### config.mk
export PLATFORM = sky130hd
export DESIGN_NAME = steering_pid_wheel_speed_core
export DESIGN_NICKNAME = d
export VERILOG_FILES = /design/src/rtl/core/spw_pkg.sv /design/src/rtl/core/steering_pid_wheel_speed_core.sv
export SDC_FILE = /design/constraint.sdc
export NUM_CORES = 2
export LEC_CHECK = 0
export BUFFER_PORTS_ARGS = -buffer_cell sky130_fd_sc_hd__buf_2
export CELL_PAD_IN_SITES_DETAIL_PLACEMENT = 1
export CELL_PAD_IN_SITES_GLOBAL_PLACEMENT = 1
export CORE_ASPECT_RATIO = 1.1
export CORE_UTILIZATION = 47
export CTS_CLUSTER_DIAMETER = 60
export DETAILED_ROUTE_END_ITERATION = 16
export PLACE_DENSITY_LB_ADDON = 0.25
export RECOVER_POWER = 50
export SLEW_MARGIN = 20
export SYNTH_ARGS = -nofsm -noshare
export SYNTH_HDL_FRONTEND = slang
export SYNTH_SLANG_ARGS = --single-unit
export TNS_END_PERCENT = 100
### constraint.sdc
create_clock -name clk -period 9.05 [get_ports clk]
set_input_delay 1.81 -clock clk [delete_from_list [all_inputs] [get_ports clk]]
set_output_delay 1.81 -clock clk [all_outputs]
set_load 0.02 [all_outputs]
### src/rtl/core/spw_pkg.sv
// Shared widths, reset values and register codes for the steering PID core.
// Used by steering_pid_wheel_speed_core and spw_checker; no dependencies.
`timescale 1ns / 1ps

package spw_pkg;

  localparam int ERR_W      = 12;
  localparam int BIAS_W     = 13;
  localparam int DELTA_W    = 14;
  localparam int INTEG_W    = 32;
  localparam int GAIN_W     = 16;
  localparam int SPEED_W    = 8;
  localparam int DRIVE_W    = 13;
  localparam int WHEEL_W    = 9;
  localparam int CFG_IDX_W  = 3;
  localparam int CFG_DATA_W = 16;
  localparam int IN_TDATA_W  = 16;
  localparam int OUT_TDATA_W = 40;

  localparam int DRIVE_LIMIT_DEFAULT     = 4000;
  localparam int SPEED_SCALE_DIV_DEFAULT = 40;

  localparam logic [GAIN_W-1:0] PROP_GAIN_RESET = 16'd768;

  // output tdata layout
  localparam int OUT_DRIVE_LSB  = 0;
  localparam int OUT_LUPD_BIT   = 13;
  localparam int OUT_LSPD_LSB   = 14;
  localparam int OUT_RUPD_BIT   = 23;
  localparam int OUT_RSPD_LSB   = 24;
  localparam int OUT_USED_W     = 33;

  typedef enum logic [CFG_IDX_W-1:0] {
    REG_PROP_GAIN    = 3'd0,
    REG_INTEG_GAIN   = 3'd1,
    REG_DERIV_GAIN   = 3'd2,
    REG_TARGET_ERROR = 3'd3,
    REG_CRUISE_SPEED = 3'd4
  } cfg_reg_t;

endpackage

### src/rtl/core/steering_pid_wheel_speed_core.sv
// Differential steering PID: error sample in, clamped drive and wheel targets out.
// Depends on spw_pkg for widths, reset values and register codes.
// Throughput 1 item per cycle while the output is not stalled by m_tready.
// Four registered stages: bias and integral, gain products, sum and clamp, wheel targets.
// Integral saturation and bias history update in the cycle an item is taken.
// Synchronous active-high reset clears valids, integral and bias history, restores config defaults.
`timescale 1ns / 1ps

module steering_pid_wheel_speed_core #(
  parameter int DRIVE_LIMIT     = spw_pkg::DRIVE_LIMIT_DEFAULT,
  parameter int SPEED_SCALE_DIV = spw_pkg::SPEED_SCALE_DIV_DEFAULT
) (
  input  logic                              clk,
  input  logic                              rst,
  input  logic                              cfg_write,
  input  logic [spw_pkg::CFG_IDX_W-1:0]     cfg_index,
  input  logic [spw_pkg::CFG_DATA_W-1:0]    cfg_data,
  input  logic                              s_tvalid,
  output logic                              s_tready,
  // [11:0] position_error, [15:12] zero
  input  logic [spw_pkg::IN_TDATA_W-1:0]    s_tdata,
  output logic                              m_tvalid,
  input  logic                              m_tready,
  // [12:0] steer_drive, [13] left_update, [22:14] left_speed,
  // [23] right_update, [32:24] right_speed, [39:33] zero
  output logic [spw_pkg::OUT_TDATA_W-1:0]   m_tdata
);

  localparam int BW  = spw_pkg::BIAS_W;
  localparam int DLW = spw_pkg::DELTA_W;
  localparam int IW  = spw_pkg::INTEG_W;
  localparam int PPW = spw_pkg::GAIN_W + 1 + BW;
  localparam int PIW = spw_pkg::GAIN_W + 1 + IW;
  localparam int PDW = spw_pkg::GAIN_W + 1 + DLW;
  localparam int AW  = PIW + 1;
  localparam int DW  = 16;
  localparam int MAG_W = DW - 1;
  localparam int DIV_L = $clog2(SPEED_SCALE_DIV);
  localparam int DIV_S = MAG_W + DIV_L;
  localparam longint unsigned DIV_R =
    ((64'd1 << DIV_S) + longint'(SPEED_SCALE_DIV) - 64'd1) / longint'(SPEED_SCALE_DIV);
  localparam int REC_W = MAG_W + 2;
  localparam int QP_W  = MAG_W + REC_W;
  localparam int TW    = DW + 2;

  localparam logic signed [AW-1:0] LIM_HI = AW'(DRIVE_LIMIT);
  localparam logic signed [AW-1:0] LIM_LO = -AW'(DRIVE_LIMIT);
  localparam logic signed [IW:0] INT_MAX = (IW+1)'({1'b0, {(IW-1){1'b1}}});
  localparam logic signed [IW:0] INT_MIN = -(IW+1)'({1'b0, {(IW-1){1'b1}}}) - (IW+1)'(1);

  // configuration registers
  logic [spw_pkg::GAIN_W-1:0]         prop_gain;
  logic [spw_pkg::GAIN_W-1:0]         integ_gain;
  logic [spw_pkg::GAIN_W-1:0]         deriv_gain;
  logic signed [spw_pkg::ERR_W-1:0]   target_error;
  logic [spw_pkg::SPEED_W-1:0]        cruise_speed;

  always_ff @(posedge clk) begin
    if (rst) begin
      prop_gain    <= spw_pkg::PROP_GAIN_RESET;
      integ_gain   <= '0;
      deriv_gain   <= '0;
      target_error <= '0;
      cruise_speed <= '0;
    end else if (cfg_write) begin
      unique case (cfg_index)
        spw_pkg::REG_PROP_GAIN:    prop_gain    <= cfg_data;
        spw_pkg::REG_INTEG_GAIN:   integ_gain   <= cfg_data;
        spw_pkg::REG_DERIV_GAIN:   deriv_gain   <= cfg_data;
        spw_pkg::REG_TARGET_ERROR: target_error <= cfg_data[spw_pkg::ERR_W-1:0];
        spw_pkg::REG_CRUISE_SPEED: cruise_speed <= cfg_data[spw_pkg::SPEED_W-1:0];
        default: ;
      endcase
    end
  end

  // stage enables
  logic v1, v2, v3;
  logic en1, en2, en3, en4;
  logic take;

  assign en4      = !m_tvalid || m_tready;
  assign en3      = !v3 || en4;
  assign en2      = !v2 || en3;
  assign en1      = !v1 || en2;
  assign s_tready = en1;
  assign take     = s_tvalid && s_tready;

  // stage 1: bias, saturating integral (cleared on zero bias), bias difference
  logic signed [IW-1:0]  integral;
  logic signed [BW-1:0]  prev_bias;
  logic signed [spw_pkg::ERR_W-1:0] pos_err;
  logic signed [BW-1:0]  bias;
  logic signed [IW:0]    int_sum;
  logic signed [IW-1:0]  integral_next;
  logic signed [DLW-1:0] delta;
  logic signed [BW-1:0]  s1_bias;
  logic signed [IW-1:0]  s1_integral;
  logic signed [DLW-1:0] s1_delta;

  always_comb begin
    pos_err = s_tdata[spw_pkg::ERR_W-1:0];
    bias    = BW'(pos_err) - BW'(target_error);
    int_sum = (IW+1)'(integral) + (IW+1)'(bias);
    if (bias == '0) begin
      integral_next = '0;
    end else if (int_sum > INT_MAX) begin
      integral_next = INT_MAX[IW-1:0];
    end else if (int_sum < INT_MIN) begin
      integral_next = INT_MIN[IW-1:0];
    end else begin
      integral_next = int_sum[IW-1:0];
    end
    delta = DLW'(bias) - DLW'(prev_bias);
  end

  always_ff @(posedge clk) begin
    if (rst) begin
      integral  <= '0;
      prev_bias <= '0;
      v1        <= 1'b0;
    end else begin
      if (take) begin
        integral  <= integral_next;
        prev_bias <= bias;
      end
      if (en1) begin
        v1 <= s_tvalid;
      end
    end
  end

  always_ff @(posedge clk) begin
    if (take) begin
      s1_bias     <= bias;
      s1_integral <= integral_next;
      s1_delta    <= delta;
    end
  end

  // stage 2: gain products
  logic signed [PPW-1:0] p_prop,  s2_prop;
  logic signed [PIW-1:0] p_integ, s2_integ;
  logic signed [PDW-1:0] p_deriv, s2_deriv;

  always_comb begin
    p_prop  = PPW'($signed({1'b0, prop_gain}))  * PPW'(s1_bias);
    p_integ = PIW'($signed({1'b0, integ_gain})) * PIW'(s1_integral);
    p_deriv = PDW'($signed({1'b0, deriv_gain})) * PDW'(s1_delta);
  end

  always_ff @(posedge clk) begin
    if (rst) begin
      v2 <= 1'b0;
    end else if (en2) begin
      v2 <= v1;
    end
  end

  always_ff @(posedge clk) begin
    if (en2 && v1) begin
      s2_prop  <= p_prop;
      s2_integ <= p_integ;
      s2_deriv <= p_deriv;
    end
  end

  // stage 3: sum, scale toward zero, clamp
  logic signed [AW-1:0] acc;
  logic signed [AW-1:0] acc_q;
  logic signed [AW-1:0] drive_c;
  logic signed [DW-1:0] s3_drive;

  always_comb begin
    acc   = AW'(s2_prop) + AW'(s2_integ) + AW'(s2_deriv);
    acc_q = acc >>> 8;
    if (acc[AW-1] && (acc[7:0] != 8'd0)) begin
      acc_q = acc_q + AW'(1);
    end
    if (acc_q > LIM_HI) begin
      drive_c = LIM_HI;
    end else if (acc_q < LIM_LO) begin
      drive_c = LIM_LO;
    end else begin
      drive_c = acc_q;
    end
  end

  always_ff @(posedge clk) begin
    if (rst) begin
      v3 <= 1'b0;
    end else if (en3) begin
      v3 <= v2;
    end
  end

  always_ff @(posedge clk) begin
    if (en3 && v2) begin
      s3_drive <= drive_c[DW-1:0];
    end
  end

  // stage 4: speed correction and wheel targets
  logic [MAG_W-1:0]         mag;
  logic [QP_W-1:0]          quot_prod;
  logic [QP_W-1:0]          quot_shift;
  logic signed [TW-1:0]     corr;
  logic signed [TW-1:0]     left_t;
  logic signed [TW-1:0]     right_t;
  logic                     left_upd, right_upd;
  logic [spw_pkg::WHEEL_W-1:0] left_spd, right_spd;
  logic [spw_pkg::OUT_TDATA_W-1:0] tdata_next;

  always_comb begin
    mag        = s3_drive[DW-1] ? MAG_W'(-s3_drive) : s3_drive[MAG_W-1:0];
    quot_prod  = QP_W'(mag) * QP_W'(DIV_R);
    quot_shift = quot_prod >> DIV_S;
    corr       = TW'(quot_shift[MAG_W-1:0]);
    if (s3_drive[DW-1]) begin
      corr = -corr;
    end
    left_t  = TW'(cruise_speed) - corr;
    right_t = TW'(cruise_speed) + corr;

    left_upd = !left_t[TW-1];
    if (left_t[TW-1]) begin
      left_spd = '0;
    end else if (left_t > TW'(2**spw_pkg::WHEEL_W - 1)) begin
      left_spd = '1;
    end else begin
      left_spd = left_t[spw_pkg::WHEEL_W-1:0];
    end

    right_upd = !right_t[TW-1];
    if (right_t[TW-1]) begin
      right_spd = '0;
    end else if (right_t > TW'(2**spw_pkg::WHEEL_W - 1)) begin
      right_spd = '1;
    end else begin
      right_spd = right_t[spw_pkg::WHEEL_W-1:0];
    end

    tdata_next = '0;
    tdata_next[spw_pkg::OUT_DRIVE_LSB +: spw_pkg::DRIVE_W] = s3_drive[spw_pkg::DRIVE_W-1:0];
    tdata_next[spw_pkg::OUT_LUPD_BIT] = left_upd;
    tdata_next[spw_pkg::OUT_LSPD_LSB +: spw_pkg::WHEEL_W] = left_spd;
    tdata_next[spw_pkg::OUT_RUPD_BIT] = right_upd;
    tdata_next[spw_pkg::OUT_RSPD_LSB +: spw_pkg::WHEEL_W] = right_spd;
  end

  always_ff @(posedge clk) begin
    if (rst) begin
      m_tvalid <= 1'b0;
    end else if (en4) begin
      m_tvalid <= v3;
    end
  end

  always_ff @(posedge clk) begin
    if (en4 && v3) begin
      m_tdata <= tdata_next;
    end
  end

endmodule

Word-level counts from Yosys, hierarchy flattened
Index checks and enable logic that the tools add are counted.
W data, S select, Z words.
{"block": "totals", "ff_bits": 335, "inputBits": 40, "elab_cells": 79}
{"block": "classes", "add_sub_neg": 10, "mul": 4, "magnitude_cmp": 6, "n_eq_ne": 4, "muxes": 9, "reduce_logical": 24}
{"op": "$mux W32", "count": 3}
{"op": "$add A30 B49 Y50", "count": 1}
{"op": "$add A50 B31 Y50", "count": 1}
{"op": "$gt A50 B13 Y1 const B", "count": 1}
{"op": "$lt A50 B13 Y1 const B", "count": 1}
{"op": "$mux W50", "count": 1}
{"op": "$mul A17 B32 Y49", "count": 1}
{"op": "$add A42 B2 Y43 const B", "count": 1}
{"op": "$gt A18 B10 Y1 const B", "count": 2}
{"op": "$add A32 B13 Y33", "count": 1}
{"op": "$gt A33 B32 Y1 const B", "count": 1}
{"op": "$lt A33 B32 Y1 const B", "count": 1}
{"op": "$mul A15 B16 Y31 const B", "count": 1}
{"op": "$mul A17 B14 Y31", "count": 1}
{"op": "$mul A17 B13 Y30", "count": 1}
{"op": "$add A8 B18 Y18", "count": 1}
{"op": "$mux W18", "count": 1}
{"op": "$mux W9", "count": 2}
{"op": "$neg A10 Y18", "count": 1}
{"op": "$sub A8 B18 Y18", "count": 1}
{"op": "$mux W16", "count": 1}
{"op": "$mux W15", "count": 1}
{"op": "$neg A15 Y15", "count": 1}
{"op": "$sub A13 B13 Y14", "count": 1}
{"op": "other kinds (12)", "count": 29}

Longest topological paths before layout
{"block": "logic_depth", "depth_word": 8, "ltp_mapped": 45}

Least setup slack after synthesis
Ideal clock, no wire load.
{"block": "synth_timing", "path_type": "register to register", "startpoint": "register s3_drive[6]", "endpoint": "register m_tdata[32] (netlist name), data pin", "setup_ns": 0.286, "arrival_time_ns": 8.743, "slack_ns": 0.021, "path_stages_with_launch": 42, "path_buffers": 0, "period_less_slack_ns": 9.029, "cell_sequence": "edfxtp_1 -> or4_1 -> nor3_1 -> nand2b_1 -> nor4_1 -> nor2_1 -> xnor2_1 -> inv_1 -> ha_1 -> fa_1 -> inv_1 -> fa_1 -> inv_1 -> fa_1 -> fa_1 -> inv_1 -> fa_1 -> inv_1 -> [... 6 more ...] -> xnor2_1 -> ha_1 -> nand2_1 -> o21ai_0 -> ha_1 -> a21oi_1 -> nor2_1 -> nor2_1 -> o21ai_0 -> a21oi_1 -> o21bai_1 -> a21oi_1 -> inv_1 -> a21oi_1 -> nor2b_1 -> maj3_1 -> nor2_1 -> a311oi_1"}
{"block": "synth_via", "elab_chain_cells": 8}
{"element": "start: declaration", "line": "steering_pid_wheel_speed_core.sv:172", "text": "logic signed [DW-1:0] s3_drive;"}
{"element": "start signal: assignment", "line": "steering_pid_wheel_speed_core.sv:199", "text": "s3_drive <= drive_c[DW-1:0];"}
{"element": "$neg A15 Y15", "line": "steering_pid_wheel_speed_core.sv:215", "text": "mag = s3_drive[DW-1] ? MAG_W'(-s3_drive) : s3_drive[MAG_W-1:0];"}
{"element": "$mux W15 *", "line": "steering_pid_wheel_speed_core.sv:215"}
{"element": "$mul A15 B16 Y31 *", "line": "steering_pid_wheel_speed_core.sv:216", "text": "quot_prod = QP_W'(mag) * QP_W'(DIV_R);"}
{"element": "$neg A10 Y18", "line": "steering_pid_wheel_speed_core.sv:220", "text": "corr = -corr;"}
{"element": "$mux W18 *", "line": "steering_pid_wheel_speed_core.sv:219", "text": "if (s3_drive[DW-1]) begin"}
{"element": "$add A8 B18 Y18 *", "line": "steering_pid_wheel_speed_core.sv:223", "text": "right_t = TW'(cruise_speed) + corr;"}
{"element": "$gt A18 B10 Y1", "line": "steering_pid_wheel_speed_core.sv:237", "text": "end else if (right_t > TW'(2**spw_pkg::WHEEL_W - 1)) begin"}
{"element": "$mux W9", "line": "steering_pid_wheel_speed_core.sv:237"}
{"element": "end signal: assignment", "line": "steering_pid_wheel_speed_core.sv:261", "text": "m_tdata <= tdata_next;"}
{"element": "end: declaration", "line": "steering_pid_wheel_speed_core.sv:26", "text": "output logic [spw_pkg::OUT_TDATA_W-1:0] m_tdata"}
Mark *: on every way between the ends. The rest lies on a longest branch, timed or not.
A chain may end at the register's enable or synchronous reset.

Worst setup path after layout
{"block": "layout_timing", "startpoint": "register s3_drive[6]", "endpoint": "register m_tdata[21] (netlist name), data pin"}
{"block": "layout_via", "elab_chain_cells": 8}
{"element": "$neg A15 Y15", "line": "steering_pid_wheel_speed_core.sv:215"}
{"element": "$mux W15 *", "line": "steering_pid_wheel_speed_core.sv:215"}
{"element": "$mul A15 B16 Y31 *", "line": "steering_pid_wheel_speed_core.sv:216"}
{"element": "$neg A10 Y18", "line": "steering_pid_wheel_speed_core.sv:220"}
{"element": "$mux W18 *", "line": "steering_pid_wheel_speed_core.sv:219"}
{"element": "$sub A8 B18 Y18 *", "line": "steering_pid_wheel_speed_core.sv:222", "text": "left_t = TW'(cruise_speed) - corr;"}
{"element": "$gt A18 B10 Y1", "line": "steering_pid_wheel_speed_core.sv:228", "text": "end else if (left_t > TW'(2**spw_pkg::WHEEL_W - 1)) begin"}
{"element": "$mux W9", "line": "steering_pid_wheel_speed_core.sv:228"}
Marked as above.

==> results.md <==
- Vias per cell: 5.58
- Power, Total: 0.0260 W
- Die X: 331 um
- Area delta synth->final: 9.66%
- GRT Resource Usage Total: 28.2%
- Fin area: 61400 um^2
- DIE AREA: 121000 um^2
- Share of cells above drive strength 1: 8.33%
- Sequential area share after synthesis: 15.9%
- Synth area leader: fa_1
- CP max stage delay: 610 ps
- Ports: 82
- CP required: 9440 ps
- Clock transition at path regs: 60 ps
- Pwr Density: 423 nW/um^2
- Post-route DRC violation count: 0
- Via count: 43532
- Setup ws final: -686 ps
- DRT iter0 DRCs: 2033
- CTS tree: built
- CP max FO: 5
- Ys flop type: edfxtp_1
- Number of port buffers: 70
- Initial core utilization: 47.5%
- Gr ovfl total: 0
- DR WL/cell: 21.6 um
- Area contributors post-synth: fa_1 (33%), ha_1 (13%), edfxtp_1 (12%)
- Clock Skew: 19.6 ps
- Initial antenna violation count: 9
- Tmin final: 9740 ps
- Total CTS buffers: 51
- Most common cell in the synthesized netlist: inv_1
- Maxcap violations: 0
- CP delay by family, top: adder cells
- Placed Instance Area: 58700 um^2
- Worst slew pin tran: 1090 ps
- TritonRoute pass-1 iters: 6
- Sink Count: 335
- Yosys warns: 0
- Bufs on Longest Clock Path: 3
- # rows: 132
- Crit path DAT: 10120 ps
- Die height: 364 um
- Post-synth ARST share: 0%
- Crit start category: register
- Most used cell, CP: nor2_1
- Failing checks: negative setup slack
- Max Slew Vio Count: 0
- Insertion delay to the later sink of the worst-skew pair: 650 ps
- Antenna viol nets, final: 0
- WS Path Type: register to register
- Routability cong.: 0.875
- Worst Hold Slack: 455 ps
- Leak: 28.4 nW
- CP max stage cell: fa_1
- Total core area: 118000 um^2
- Outcome: complete, but fails checks
- RSZ-0062 raised after global routing: true
- Yosys reg bits: 335
- Final period util: 108%
- Post-synth top area share: 32.9%
- Setup crit end kind: register
- Synth cell count leaders: inv_1 (1076), fa_1 (922), nand2_1 (849)
- Drt total wl: 168000 um
- Max Fclk: 103 MHz
- Final Setup Violations: 20
- First-pass GRT wire length: 266000 um
- Final Hold Fails: 0
- Mapped Cells: 6089
- Cell Area, Synth: 56000 um^2
- H-tree depth: 2
- Largest net degree at the start of global routing: 90
- Detailed placer's ending HPWL: 131000 um
- Syn avg cell area: 9.20 um^2
- Filler cell count: 13479
- Hold Path Class: register to register
- Worst slew margin: 27.6%
- Netlist cell types: 101
- CTS Root Cell: clkbuf_16
- Max IR drop VDD: 0.000933 V
- EDFF count, synth: 218
- Post-layout nets: 7736
- Reg-to-reg slack, setup: -690 ps
- Vias in the first global route: 49220
- Number of buffers and inverters on the critical path: 7
[cells in the final DEF, fill, tap and decap left out, types with 34 or more instances in the layout]
cell type	synthesis	final
xnor2_1	173	163
nor2_1	239	222
and3_1	34	34
nand2_1	849	848
ha_1	566	553
xor2_1	78	78
nand3_1	67	64
clkbuf_16	0	52
dfxtp_1	117	115
and2_1	381	381
edfxtp_1	218	218
nand2b_1	59	58
o21ai_0	145	126
a21oi_1	265	251
nor3_1	92	90
inv_1	1076	1062
nand4_1	38	38
fa_1	922	919
buf_4	7	200
a21o_1	71	71
buf_2	10	69
[layout make-up]
| type | instances | area [um^2] | area share [%] |
|---|---|---|---|
| multi-input combinational | 4468 | 42900 | 69.9 |
| clock inverter | 38 | 389 | 0.633 |
| timing repair buffer | 276 | 1930 | 3.13 |
| inverter | 1076 | 4040 | 6.58 |
| clock buffer | 58 | 1320 | 2.15 |
| antenna | 7 | 17.5 | 0.0285 |
| tap | 1541 | 1930 | 3.14 |
| sequential | 335 | 8890 | 14.5 |
[registers in the layout, indices dropped and copies added, names as in the netlist, 14 cells and up]
register / count
deriv_gain: 16
integ_gain: 16
integral: 32
m_tdata: 33
prop_gain: 16
s1_delta: 14
s1_integral: 32
s2_deriv: 31
s2_integ: 49
s2_prop: 30
s3_drive: 16
[tightest hold or removal path: stages, from the launching register on]
cell     delay (ps)
dfxtp_1         310
nand2_1          50
a21oi_1          50
[per-layer routing]
metal  routed length (um)  GRT usage (%)  up-vias
li1                     -              -    19654
met1                67900           33.7    22488
met2                85700           50.6     1019
met3                 8120           4.71      365
met4                 6400           10.4        6
met5                   41              0        -
[per-stage QoR]
step                std cells  TNS (ps)  setup WS (ps)  util [%]
global placement         7653     -6290           -352      49.8
finish                   7799    -10890           -686      52.1
floorplan                6095         0           21.2         -
CTS                      7780      -415          -85.9      51.9
global route             7793    -19040          -1070      52.1
detailed placement       7653    -13130           -727      49.8
[where the power goes]
group	internal [W]	leakage [nW]	switching, W
Clock	0.00117	0.834	0.000856
Sequential	0.00209	3.04	0.000521
Combinational	0.00963	24.5	0.0117
[what timing repair did]
| action | in CTS | in global routing |
|---|---|---|
| setup endpoints to repair | 20 | 20 |
| pin swaps | 63 | 31 |
| cloned | 2 | 1 |
| hold buffers | 0 | 0 |
| gates resized for setup | 112 | 46 |
| buffers inserted | 30 | 11 |
[path summary, 6_finish.rpt]
path | from | cells past startpoint | end
worst max register to register | s3_drive[6] | 42 | m_tdata[21]
worst min register to register | prev_bias[9] | 2 | prev_bias[9]
worst min-delay path | prev_bias[9] | 2 | prev_bias[9]
worst max-delay path | s3_drive[6] | 42 | m_tdata[21]
[cell families (layout without fill, tap and decap cells)]
kind of cell	count (synthesis)	after routing	synth area share, %
and+or+nand+nor	1932	1932	16.7
adders and majority gates	1489	1489	45.6
buffers and inverters	1293	1448	8.75
AOI/OAI and AO/OA	766	767	8.74
DFF	335	335	15.9
xor gates and xnor gates	253	253	3.98
muxes	20	20	0.364
other	1	14	0.00669
No activity file was read; power rests on OpenSTA's default activity.
